`src/rtl/sktg_pkg.sv`:
```
// ---------------------------------------------------------------------------
// sktg_pkg: shared types, codes and table math for the keyed tone generator
// Holds the command and register codes, the job flag struct that travels
// from the front end to the sample back end, and the constant functions
// that build the cosine and edge tables at elaboration.
// ---------------------------------------------------------------------------
package sktg_pkg;

  // Port widths fixed by the interface
  localparam int SEG_LEN_W  = 24;
  localparam int SAMPLE_W   = 16;
  localparam int PHASE_W    = 32;
  localparam int CFG_IDX_W  = 2;
  localparam int CFG_DATA_W = 32;

  // Queue depths
  localparam int MIDQ_DEPTH = 4;
  localparam int OUTQ_DEPTH = 8;

  // Command codes
  localparam logic CMD_START = 1'b0;
  localparam logic CMD_TICK  = 1'b1;

  // Mode codes
  localparam logic MODE_OOK = 1'b0;
  localparam logic MODE_FSK = 1'b1;

  // Register indexes
  localparam logic [CFG_IDX_W-1:0] CFG_MODE    = 2'd0;
  localparam logic [CFG_IDX_W-1:0] CFG_CARRIER = 2'd1;
  localparam logic [CFG_IDX_W-1:0] CFG_SHIFT   = 2'd2;

  // Fixed-point constants
  localparam longint unsigned PI_HALF_Q30 = 64'd1686629713;
  localparam longint          ONE_Q30     = 64'sd1073741824;

  // Flags of one sample job
  typedef struct packed {
    logic idle;     // ticked with no active segment
    logic tone;     // carrier sounds on this sample
    logic last;     // final sample of the segment
    logic rise_en;  // apply the rise weight
    logic fall_en;  // apply the fall weight
  } job_flags_t;

  localparam int JOB_FLAGS_W = $bits(job_flags_t);

  // Cosine of x (Q30 radians, 0..pi/2) as a Taylor series, clamped to [0, 1]
  function automatic longint series_cos(input longint unsigned x);
    longint unsigned x2;
    longint unsigned term;
    longint          sum;
    x2   = (x * x) >> 30;
    term = longint'(ONE_Q30);
    sum  = ONE_Q30;
    term = ((term * x2) >> 30) / 2;   sum = sum - longint'(term);
    term = ((term * x2) >> 30) / 12;  sum = sum + longint'(term);
    term = ((term * x2) >> 30) / 30;  sum = sum - longint'(term);
    term = ((term * x2) >> 30) / 56;  sum = sum + longint'(term);
    term = ((term * x2) >> 30) / 90;  sum = sum - longint'(term);
    term = ((term * x2) >> 30) / 132; sum = sum + longint'(term);
    term = ((term * x2) >> 30) / 182; sum = sum - longint'(term);
    term = ((term * x2) >> 30) / 240; sum = sum + longint'(term);
    if (sum < 0) sum = 0;
    if (sum > ONE_Q30) sum = ONE_Q30;
    return sum;
  endfunction

  // Cosine of a turn fraction, signed Q30
  function automatic longint cos_q30(input logic [31:0] phase);
    longint unsigned x;
    longint unsigned xc;
    longint          r;
    x  = (longint'(phase[29:0]) * PI_HALF_Q30) >> 30;
    xc = PI_HALF_Q30 - x;
    unique case (phase[31:30])
      2'd0: r = series_cos(x);
      2'd1: r = -series_cos(xc);
      2'd2: r = -series_cos(x);
      default: r = series_cos(xc);
    endcase
    return r;
  endfunction

  // Q15 cosine magnitude of a quadrant fraction; mirror takes pi/2 - x
  function automatic logic [15:0] cos_mag_q15(input logic [31:0] frac, input logic mirror);
    longint unsigned x;
    longint          c;
    x = (longint'(frac[29:0]) * PI_HALF_Q30) >> 30;
    c = mirror ? series_cos(PI_HALF_Q30 - x) : series_cos(x);
    return 16'((c * 64'sd32767 + 64'sd536870912) >>> 30);
  endfunction

  // Round-half-up Q15 scale of a signed sample by an unsigned weight
  function automatic logic signed [15:0] mul_q15(input logic signed [15:0] s,
                                                 input logic [15:0] w);
    logic signed [32:0] p;
    p = 33'(s) * $signed({17'd0, w}) + 33'sd16384;
    return p[30:15];
  endfunction

endpackage

```
`src/rtl/sktg_fifo.sv`:
```
// ---------------------------------------------------------------------------
// sktg_fifo: small register queue
// Holds up to DEPTH beats of WIDTH bits; the head is shown while not empty.
// ---------------------------------------------------------------------------
module sktg_fifo #(
  parameter int WIDTH = 8,
  parameter int DEPTH = 4
) (
  input  logic             clk,
  input  logic             rst_n,
  input  logic             push,
  input  logic [WIDTH-1:0] wdata,
  output logic             full,
  input  logic             pop,
  output logic [WIDTH-1:0] rdata,
  output logic             empty
);

  localparam int AW = (DEPTH > 1) ? $clog2(DEPTH) : 1;
  localparam int CW = $clog2(DEPTH + 1);

  logic [WIDTH-1:0] mem_r [DEPTH];
  logic [AW-1:0]    wr_ptr_r, wr_ptr_nxt;
  logic [AW-1:0]    rd_ptr_r, rd_ptr_nxt;
  logic [CW-1:0]    count_r, count_nxt;
  logic             do_push, do_pop;

  assign full    = (count_r == CW'(DEPTH));
  assign empty   = (count_r == '0);
  assign do_push = push && !full;
  assign do_pop  = pop && !empty;
  assign rdata   = mem_r[rd_ptr_r];

  // Advance pointers with wrap at the depth
  always_comb begin
    wr_ptr_nxt = wr_ptr_r;
    rd_ptr_nxt = rd_ptr_r;
    count_nxt  = count_r;
    if (do_push) begin
      wr_ptr_nxt = (wr_ptr_r == AW'(DEPTH - 1)) ? '0 : wr_ptr_r + 1'b1;
    end
    if (do_pop) begin
      rd_ptr_nxt = (rd_ptr_r == AW'(DEPTH - 1)) ? '0 : rd_ptr_r + 1'b1;
    end
    if (do_push && !do_pop) begin
      count_nxt = count_r + 1'b1;
    end else if (do_pop && !do_push) begin
      count_nxt = count_r - 1'b1;
    end
  end

  always_ff @(posedge clk) begin
    if (!rst_n) begin
      wr_ptr_r <= '0;
      rd_ptr_r <= '0;
      count_r  <= '0;
    end else begin
      wr_ptr_r <= wr_ptr_nxt;
      rd_ptr_r <= rd_ptr_nxt;
      count_r  <= count_nxt;
    end
  end

  // Store the incoming beat
  always_ff @(posedge clk) begin
    if (do_push) begin
      mem_r[wr_ptr_r] <= wdata;
    end
  end

endmodule

```
`src/rtl/sktg_front.sv`:
```
// ---------------------------------------------------------------------------
// sktg_front: command front end
// Takes start and tick commands, keeps the segment state and the phase
// accumulator, and issues one sample job per tick to the job queue.
// ---------------------------------------------------------------------------
module sktg_front #(
  parameter int EDGE_LEN      = 64,
  parameter int COS_ADDR_BITS = 10,
  parameter int LEN_BITS      = 24,
  parameter int EW            = 6
) (
  input  logic                                clk,
  input  logic                                rst_n,
  // command beats
  input  logic                                cmd_valid,
  input  logic                                cmd_command,
  input  logic                                cmd_key_down,
  input  logic [sktg_pkg::SEG_LEN_W-1:0]      cmd_seg_len,
  // register writes
  input  logic                                cfg_we,
  input  logic [sktg_pkg::CFG_IDX_W-1:0]      cfg_index,
  input  logic [sktg_pkg::CFG_DATA_W-1:0]     cfg_data,
  // job beats
  output logic                                job_push,
  output sktg_pkg::job_flags_t                job_flags,
  output logic [COS_ADDR_BITS-1:0]            job_cos_addr,
  output logic [EW-1:0]                       job_rise_idx,
  output logic [EW-1:0]                       job_fall_idx
);

  import sktg_pkg::*;

  logic                mode_r;
  logic [PHASE_W-1:0]  carrier_r;
  logic [PHASE_W-1:0]  shift_r;

  logic [PHASE_W-1:0]  phase_r, phase_nxt;
  logic [LEN_BITS-1:0] idx_r, idx_nxt;
  logic [LEN_BITS-1:0] len_r, len_nxt;
  logic                key_r, key_nxt;
  logic                active_r, active_nxt;

  logic [LEN_BITS-1:0] len_in;
  logic [LEN_BITS-1:0] idx_inc;
  logic [LEN_BITS-1:0] rem;
  logic [31:0]         idx_ext;
  logic [31:0]         rem_ext;
  logic [PHASE_W-1:0]  step;
  logic [PHASE_W-1:0]  phase_adv;
  logic                tone;
  logic                is_last;

  // Register writes
  always_ff @(posedge clk) begin
    if (!rst_n) begin
      mode_r    <= MODE_OOK;
      carrier_r <= '0;
      shift_r   <= '0;
    end else if (cfg_we) begin
      unique case (cfg_index)
        CFG_MODE:    mode_r    <= cfg_data[0];
        CFG_CARRIER: carrier_r <= cfg_data;
        CFG_SHIFT:   shift_r   <= cfg_data;
        default: ;
      endcase
    end
  end

  // Segment arithmetic for the current tick
  assign len_in    = LEN_BITS'(cmd_seg_len);
  assign idx_inc   = idx_r + 1'b1;
  assign rem       = len_r - idx_r;
  assign idx_ext   = 32'(idx_r);
  assign rem_ext   = 32'(rem);
  assign tone      = (mode_r == MODE_FSK) || key_r;
  assign step      = carrier_r + (((mode_r == MODE_FSK) && key_r) ? shift_r : '0);
  assign phase_adv = phase_r + step;
  assign is_last   = (idx_inc == len_r);

  // Next segment state
  always_comb begin
    phase_nxt  = phase_r;
    idx_nxt    = idx_r;
    len_nxt    = len_r;
    key_nxt    = key_r;
    active_nxt = active_r;
    if (cmd_valid) begin
      unique case (cmd_command)
        CMD_START: begin
          key_nxt    = cmd_key_down;
          len_nxt    = len_in;
          idx_nxt    = '0;
          active_nxt = (len_in != '0);
        end
        default: begin
          if (active_r) begin
            if (tone) begin
              phase_nxt = phase_adv;
            end
            idx_nxt = idx_inc;
            if (is_last) begin
              active_nxt = 1'b0;
            end
          end
        end
      endcase
    end
  end

  always_ff @(posedge clk) begin
    if (!rst_n) begin
      phase_r  <= '0;
      idx_r    <= '0;
      len_r    <= '0;
      key_r    <= 1'b0;
      active_r <= 1'b0;
    end else begin
      phase_r  <= phase_nxt;
      idx_r    <= idx_nxt;
      len_r    <= len_nxt;
      key_r    <= key_nxt;
      active_r <= active_nxt;
    end
  end

  // Classify the tick into a job
  assign job_push          = cmd_valid && (cmd_command == CMD_TICK);
  assign job_flags.idle    = !active_r;
  assign job_flags.tone    = active_r && tone;
  assign job_flags.last    = active_r && is_last;
  assign job_flags.rise_en = active_r && tone && (idx_ext < 32'(EDGE_LEN));
  assign job_flags.fall_en = active_r && tone && (rem_ext < 32'(EDGE_LEN));
  assign job_cos_addr      = phase_adv[PHASE_W-1 -: COS_ADDR_BITS];
  assign job_rise_idx      = idx_ext[EW-1:0];
  assign job_fall_idx      = rem_ext[EW-1:0];

endmodule

```
`src/rtl/sktg_back.sv`:
```
// ---------------------------------------------------------------------------
// sktg_back: sample back end
// Pops jobs, looks up the quarter-wave cosine and the edge weights, applies
// the rise and fall scaling in two multiply stages and queues the results.
// ---------------------------------------------------------------------------
module sktg_back #(
  parameter int EDGE_LEN      = 64,
  parameter int COS_ADDR_BITS = 10,
  parameter int EW            = 6
) (
  input  logic                              clk,
  input  logic                              rst_n,
  // job beats
  input  logic                              job_empty,
  output logic                              job_pop,
  input  sktg_pkg::job_flags_t              job_flags,
  input  logic [COS_ADDR_BITS-1:0]          job_cos_addr,
  input  logic [EW-1:0]                     job_rise_idx,
  input  logic [EW-1:0]                     job_fall_idx,
  // result beats
  output logic                              out_empty,
  input  logic                              out_pop,
  output logic signed [sktg_pkg::SAMPLE_W-1:0] out_sample,
  output logic                              out_last_of_segment,
  output logic                              out_idle
);

  import sktg_pkg::*;

  localparam int QW     = COS_ADDR_BITS - 2;
  localparam int QDEPTH = 1 << QW;
  localparam int CRW    = $clog2(OUTQ_DEPTH + 1);
  localparam int OQW    = SAMPLE_W + 2;

  // Constant tables
  logic [15:0] cos_lo_rom [QDEPTH];
  logic [15:0] cos_hi_rom [QDEPTH];
  logic [15:0] edge_rom   [EDGE_LEN];

  for (genvar g = 0; g < QDEPTH; g++) begin : g_cos
    localparam logic [31:0] FRAC = 32'(g) << (32 - COS_ADDR_BITS);
    localparam logic [15:0] LO   = cos_mag_q15(FRAC, 1'b0);
    localparam logic [15:0] HI   = cos_mag_q15(FRAC, 1'b1);
    assign cos_lo_rom[g] = LO;
    assign cos_hi_rom[g] = HI;
  end

  for (genvar g = 0; g < EDGE_LEN; g++) begin : g_edge
    localparam longint unsigned P1 = (longint'(g) << 31) / EDGE_LEN;
    localparam longint unsigned P2 = (longint'(g) << 32) / EDGE_LEN;
    localparam longint NUM  = 42 * ONE_Q30 - 50 * cos_q30(32'(P1)) + 8 * cos_q30(32'(P2));
    localparam longint NUMC = (NUM < 0) ? 64'sd0 : NUM;
    localparam longint W    = (NUMC * 32768 + 50 * ONE_Q30) / (100 * ONE_Q30);
    localparam logic [15:0] WQ = (W > 32767) ? 16'd32767 : 16'(W);
    assign edge_rom[g] = WQ;
  end

  logic [CRW-1:0]        credit_r, credit_nxt;
  logic                  issue;
  logic                  res_pop;

  logic                  v1_r, v2_r, v3_r;
  job_flags_t            flags1_r, flags2_r;
  logic [15:0]           mag1_r;
  logic                  neg1_r;
  logic [15:0]           rise_w1_r, fall_w1_r, fall_w2_r;
  logic signed [15:0]    s1;
  logic signed [15:0]    s2_r;
  logic signed [15:0]    s3;
  logic signed [15:0]    s3_r;
  logic                  last3_r, idle3_r;

  logic [1:0]            quad;
  logic [QW-1:0]         qaddr;

  logic                  outq_full;
  logic [OQW-1:0]        outq_rdata;

  // Issue a job only while the result queue has room for everything in flight
  assign issue   = !job_empty && (credit_r < CRW'(OUTQ_DEPTH));
  assign job_pop = issue;
  assign res_pop = out_pop && !out_empty;

  always_comb begin
    credit_nxt = credit_r;
    if (issue && !res_pop) begin
      credit_nxt = credit_r + 1'b1;
    end else if (res_pop && !issue) begin
      credit_nxt = credit_r - 1'b1;
    end
  end

  always_ff @(posedge clk) begin
    if (!rst_n) begin
      credit_r <= '0;
      v1_r     <= 1'b0;
      v2_r     <= 1'b0;
      v3_r     <= 1'b0;
    end else begin
      credit_r <= credit_nxt;
      v1_r     <= issue;
      v2_r     <= v1_r;
      v3_r     <= v2_r;
    end
  end

  // Stage 1: table lookups
  assign quad  = job_cos_addr[COS_ADDR_BITS-1 -: 2];
  assign qaddr = job_cos_addr[QW-1:0];

  always_ff @(posedge clk) begin
    flags1_r  <= job_flags;
    mag1_r    <= quad[0] ? cos_hi_rom[qaddr] : cos_lo_rom[qaddr];
    neg1_r    <= quad[1] ^ quad[0];
    rise_w1_r <= edge_rom[job_rise_idx];
    fall_w1_r <= edge_rom[job_fall_idx];
  end

  // Stage 2: sign and rise scaling
  assign s1 = neg1_r ? -$signed(mag1_r) : $signed(mag1_r);

  always_ff @(posedge clk) begin
    flags2_r  <= flags1_r;
    fall_w2_r <= fall_w1_r;
    s2_r      <= flags1_r.rise_en ? mul_q15(s1, rise_w1_r) : s1;
  end

  // Stage 3: fall scaling, silence for OOK key-up and idle ticks
  assign s3 = flags2_r.fall_en ? mul_q15(s2_r, fall_w2_r) : s2_r;

  always_ff @(posedge clk) begin
    s3_r    <= flags2_r.tone ? s3 : '0;
    last3_r <= flags2_r.last;
    idle3_r <= flags2_r.idle;
  end

  // Result queue
  sktg_fifo #(
    .WIDTH (OQW),
    .DEPTH (OUTQ_DEPTH)
  ) u_outq (
    .clk   (clk),
    .rst_n (rst_n),
    .push  (v3_r),
    .wdata ({s3_r, last3_r, idle3_r}),
    .full  (outq_full),
    .pop   (out_pop),
    .rdata (outq_rdata),
    .empty (out_empty)
  );

  assign out_sample          = $signed(outq_rdata[OQW-1 -: SAMPLE_W]);
  assign out_last_of_segment = outq_rdata[1];
  assign out_idle            = outq_rdata[0];

  // Checks
  a_no_push_full: assert property (@(posedge clk) disable iff (!rst_n)
    v3_r |-> !outq_full) else $error("result beat pushed into a full queue");

  a_credit_bound: assert property (@(posedge clk) disable iff (!rst_n)
    credit_r <= CRW'(OUTQ_DEPTH)) else $error("credit count overran the queue depth");

  a_credit_zero: assert property (@(posedge clk) disable iff (!rst_n)
    (credit_r == '0) |-> (out_empty && !v1_r && !v2_r && !v3_r))
    else $error("beat in flight with no credit taken");

  a_job_class: assert property (@(posedge clk) disable iff (!rst_n)
    v1_r |-> !(flags1_r.idle && (flags1_r.tone || flags1_r.last)))
    else $error("idle job also marked as tone or last");

endmodule

```
`src/rtl/shaped_keyed_tone_generator_top.sv`:
```
// ---------------------------------------------------------------------------
// shaped_keyed_tone_generator_top: keyed carrier with Blackman edge shaping
// A tick's result goes through the job queue, the back end stages and the
// result queue. Throughput: one command per cycle while in_full is low; a
// start gives no result. The front end phase accumulator add sets the rate.
// Reset: synchronous, active low; clears segment state, phase, registers and
// queues. Tables are constant logic and need no fill after reset.
// ---------------------------------------------------------------------------
module shaped_keyed_tone_generator_top #(
  parameter int EDGE_LEN      = 64,
  parameter int COS_ADDR_BITS = 10,
  parameter int LEN_BITS      = 24
) (
  input  logic                                  clk,
  input  logic                                  rst_n,
  // command queue side
  input  logic                                  in_push,
  output logic                                  in_full,
  input  logic                                  in_command,
  input  logic                                  in_key_down,
  input  logic [sktg_pkg::SEG_LEN_W-1:0]        in_seg_len,
  // result queue side
  output logic                                  out_empty,
  input  logic                                  out_pop,
  output logic signed [sktg_pkg::SAMPLE_W-1:0]  out_sample,
  output logic                                  out_last_of_segment,
  output logic                                  out_idle,
  // register writes
  input  logic                                  cfg_valid,
  output logic                                  cfg_ready,
  input  logic [sktg_pkg::CFG_IDX_W-1:0]        cfg_index,
  input  logic [sktg_pkg::CFG_DATA_W-1:0]       cfg_data
);

  import sktg_pkg::*;

  localparam int EW  = (EDGE_LEN > 1) ? $clog2(EDGE_LEN) : 1;
  localparam int JQW = JOB_FLAGS_W + COS_ADDR_BITS + 2 * EW;

  logic                     cmd_valid;
  logic                     job_push, job_pop, job_empty;
  job_flags_t               f_flags, b_flags;
  logic [COS_ADDR_BITS-1:0] f_cos_addr, b_cos_addr;
  logic [EW-1:0]            f_rise_idx, b_rise_idx;
  logic [EW-1:0]            f_fall_idx, b_fall_idx;
  logic [JQW-1:0]           jq_rdata;

  assign cmd_valid = in_push && !in_full;
  assign cfg_ready = 1'b1;

  // Front end
  sktg_front #(
    .EDGE_LEN      (EDGE_LEN),
    .COS_ADDR_BITS (COS_ADDR_BITS),
    .LEN_BITS      (LEN_BITS),
    .EW            (EW)
  ) u_front (
    .clk          (clk),
    .rst_n        (rst_n),
    .cmd_valid    (cmd_valid),
    .cmd_command  (in_command),
    .cmd_key_down (in_key_down),
    .cmd_seg_len  (in_seg_len),
    .cfg_we       (cfg_valid && cfg_ready),
    .cfg_index    (cfg_index),
    .cfg_data     (cfg_data),
    .job_push     (job_push),
    .job_flags    (f_flags),
    .job_cos_addr (f_cos_addr),
    .job_rise_idx (f_rise_idx),
    .job_fall_idx (f_fall_idx)
  );

  // Job queue between front and back
  sktg_fifo #(
    .WIDTH (JQW),
    .DEPTH (MIDQ_DEPTH)
  ) u_jobq (
    .clk   (clk),
    .rst_n (rst_n),
    .push  (job_push),
    .wdata ({f_flags, f_cos_addr, f_rise_idx, f_fall_idx}),
    .full  (in_full),
    .pop   (job_pop),
    .rdata (jq_rdata),
    .empty (job_empty)
  );

  assign {b_flags, b_cos_addr, b_rise_idx, b_fall_idx} = jq_rdata;

  // Back end
  sktg_back #(
    .EDGE_LEN      (EDGE_LEN),
    .COS_ADDR_BITS (COS_ADDR_BITS),
    .EW            (EW)
  ) u_back (
    .clk                 (clk),
    .rst_n               (rst_n),
    .job_empty           (job_empty),
    .job_pop             (job_pop),
    .job_flags           (b_flags),
    .job_cos_addr        (b_cos_addr),
    .job_rise_idx        (b_rise_idx),
    .job_fall_idx        (b_fall_idx),
    .out_empty           (out_empty),
    .out_pop             (out_pop),
    .out_sample          (out_sample),
    .out_last_of_segment (out_last_of_segment),
    .out_idle            (out_idle)
  );

endmodule
```
`config.mk`:
```
export PLATFORM = sky130hd
export DESIGN_NAME = shaped_keyed_tone_generator_top
export DESIGN_NICKNAME = d
export VERILOG_FILES = /design/src/rtl/sktg_pkg.sv /design/src/rtl/sktg_fifo.sv /design/src/rtl/sktg_front.sv /design/src/rtl/sktg_back.sv /design/src/rtl/shaped_keyed_tone_generator_top.sv
export SDC_FILE = /design/constraint.sdc
export NUM_CORES = 2
export LEC_CHECK = 0
export BUFFER_PORTS_ARGS = -buffer_cell sky130_fd_sc_hd__buf_4
export CORE_MARGIN = 5
export CORE_UTILIZATION = 45
export DETAILED_ROUTE_END_ITERATION = 6
export PLACE_DENSITY = 0.61
export SETUP_SLACK_MARGIN = 0.3
export SLEW_MARGIN = 25
export SYNTH_ARGS = -nofsm -noshare
export SYNTH_HDL_FRONTEND = slang
export SYNTH_HIERARCHICAL = 1
export SYNTH_SLANG_ARGS = --single-unit
```
`constraint.sdc`:
```
create_clock -name clk -period 9.5 [get_ports clk]
set_input_delay 0 -clock clk [delete_from_list [all_inputs] [get_ports clk]]
set_output_delay 0 -clock clk [all_outputs]
set_load 0.02 [all_outputs]
```
==> results by group <==
Clock tree
  • TritonCTS Buffers: 59
  • CTS root buf: clkbuf_16
  • Post-CTS Setup Inserts: 0
  • CTS tree: done
  • Reg clk slew, reported paths: 60 ps
  • Max Root-Sink Buffers: 3
  • H-tree levels: 2
  • Clk_lat worst skew: 650 ps
  • PostCTS Resize Cnt: 0
  • CTS sink count: 532

Route
  • Vias per Instance: 5.921
  • Post-DRT Antenna Nets: 0
  • DR DRC count: 1
  • Vias: 41040
  • Final Routed Wirelength: 149600 um
  • Initial DRC count: 4302
  • Initial DRT Pass Iterations: 7
  • DR WL/cell: 21.58 um

Worst hold path
  • Hold Path Class: in -> reg
  • Min-delay src: in_push

GRT
  • GRT Total Usage: 25.27%
  • Vias in the first global route: 40800
  • Initial antenna violation count: 0
  • First-pass GRT wire length: 235700 um
  • GRT Residual Overflow: 0
  • Largest net degree at the start of global routing: 93

Floorplanning
  • Core area: 108900 um2
  • IO Pins: 86
  • Die H: 340.9 um
  • Starting density of the core: 45.26%
  • Die Span X: 340.9 um
  • Area of the die: 116200 um2
  • Num rows: 121

STA
  • Fin. max-slew vios: 0
  • Worst slew pin tran: 1165 ps
  • Endpoints failing hold: 0
  • Setup_tns: 0 ps
  • Post-layout min period: 7742 ps
  • RSZ-0062 raised after global routing: false
  • Setup ws final: 1758 ps
  • Clock skew after layout: 59.61 ps
  • Slew HR: 22.07%
  • Peak Freq: 129.2 MHz
  • Tcrit/Tclk final: 81.50%
  • Setup violations, final: 0

Layout
  • Layout area overhead: 9.783%
  • Ratio of cells with drive above 1 in the final layout: 7.433%
  • # diodes: 0
  • Final non-filler cell total: 6930
  • Nets@finish: 6268
  • Fill cell count: 10200

Yosys
  • Ys Warns: 6
  • Syn_nets: 6293
  • Mapped Cells: 5491
  • Syn avg cell area: 8.972 um2
  • Mapped Area: 49260 um2

Outcome
  • Failing checks: DRC
  • Status: finished with violations

Place
  • Place WS: 1785 ps
  • Placed cells: 6699
  • HPWL Detailed: 103400 um
  • Routability-driven placement congestion ratio: 1.075
  • Port bufs: 84

Setup path
  • Worst Setup SP: u_back/mag1_r[0]
  • CP endpoint kind: register
  • Reg-to-Reg Start: u_back/mag1_r[0]
  • CP Launch Type: register
  • CP Max Fanout: 17
  • Crit Path Category: reg -> reg
  • Critical Path RT: 10030 ps
  • Worst Path Arrival: 8270 ps

Job
  • Max cap viols: 0
==> through the flow <==
stage	area, um2	util, %	hold slack, ps
floorplan	49260	-	121.7
global placement	50790	46.66	273.8
detailed placement	50800	46.67	275.0
CTS	54080	49.68	4.755
global route	54080	49.68	99.43
finish	54080	49.68	80.86
==> critical path, stage by stage, from the launching register on <==
cell and delay, ps:
dfxtp_1 520, inv_1 180, ha_1 170, nand2b_1 100, or3_1 370, o41ai_1 320, xnor2_1 170, buf_4 250
nand2_1 110, fa_1 580, inv_1 50, fa_1 460, fa_1 530, fa_1 530, fa_1 540, inv_1 50
fa_1 530, inv_1 40, ha_1 350, and3_1 190, a32oi_1 230, o21ai_2 150, a211oi_2 400, o31ai_1 190
a21oi_1 200, mux2i_1 230, xnor2_1 140
==> state kept, by name, summed over array words and instances (netlist names), 2 cells and up, named ones only <==
register and cells:
u_back/u_outq/mem_r 144, u_jobq/mem_r 108, u_front/carrier_r 32, u_front/phase_r 32
u_front/shift_r 32, u_front/idx_r 24, u_front/len_r 24, u_back/s2_r 16
u_back/s3_r 16, u_back/fall_w1_r 15, u_back/fall_w2_r 15, u_back/mag1_r 15
u_back/rise_w1_r 15, u_back/flags1_r 5, u_back/credit_r 4, u_back/flags2_r 4
u_back/u_outq/count_r 4, u_back/u_outq/rd_ptr_r 3, u_back/u_outq/wr_ptr_r 3, u_jobq/count_r 3
u_jobq/rd_ptr_r 2, u_jobq/wr_ptr_r 2
==> routing by layer <==
metal	global-route usage [%]	up-vias	part of all wire (%)	routed length (um)
li1	-	18870	-	-
met1	34.21	19780	42	62850
met2	39.95	1938	44	66490
met3	5.194	454	9.0	13390
met4	9.882	0	4.6	6844
met5	0	-	0	0
==> placed cells by master (no fill, tap or decap), drive strengths merged, types with 97 or more instances in the layout <==
cell	instances
a21boi	123
ha	341
nor2	300
dfxtp	280
nand3	107
and2	207
o21ai	321
dlygate4sd3	119
a21oi	321
fa	396
nor2b	97
inv	519
nand2	756
buf	176
edfxtp	252
==> path summary, 6_finish.rpt <==
path         slack (ps)  depth (start not counted)                   end
min reg2reg         320                          0  u_back/fall_w2_r[10]
max                1760                         26       u_back/s2_r[15]
min                  80                          5      u_front/idx_r[1]
max reg2reg        1760                         26       u_back/s2_r[15]
==> layout make-up <==
cell class | count | area, um2 | area share, %
clock inverters | 44 | 564.3 | 1.043
multi-input cells | 4059 | 32590 | 60.26
clock buffers | 67 | 1506 | 2.785
flip-flops and latches | 532 | 13180 | 24.37
well taps | 1414 | 1769 | 3.271
inverters | 519 | 1948 | 3.602
repair buffers | 295 | 2525 | 4.669
==> timing repair <==
item                                    CTS  global route
hold endpoints to repair                129             0
endpoints found under the setup margin    0             0
hold buffers                            120             0
Power is not shown: default switching activity piles up to over one toggle a cycle in this logic, so the estimate is an artifact.
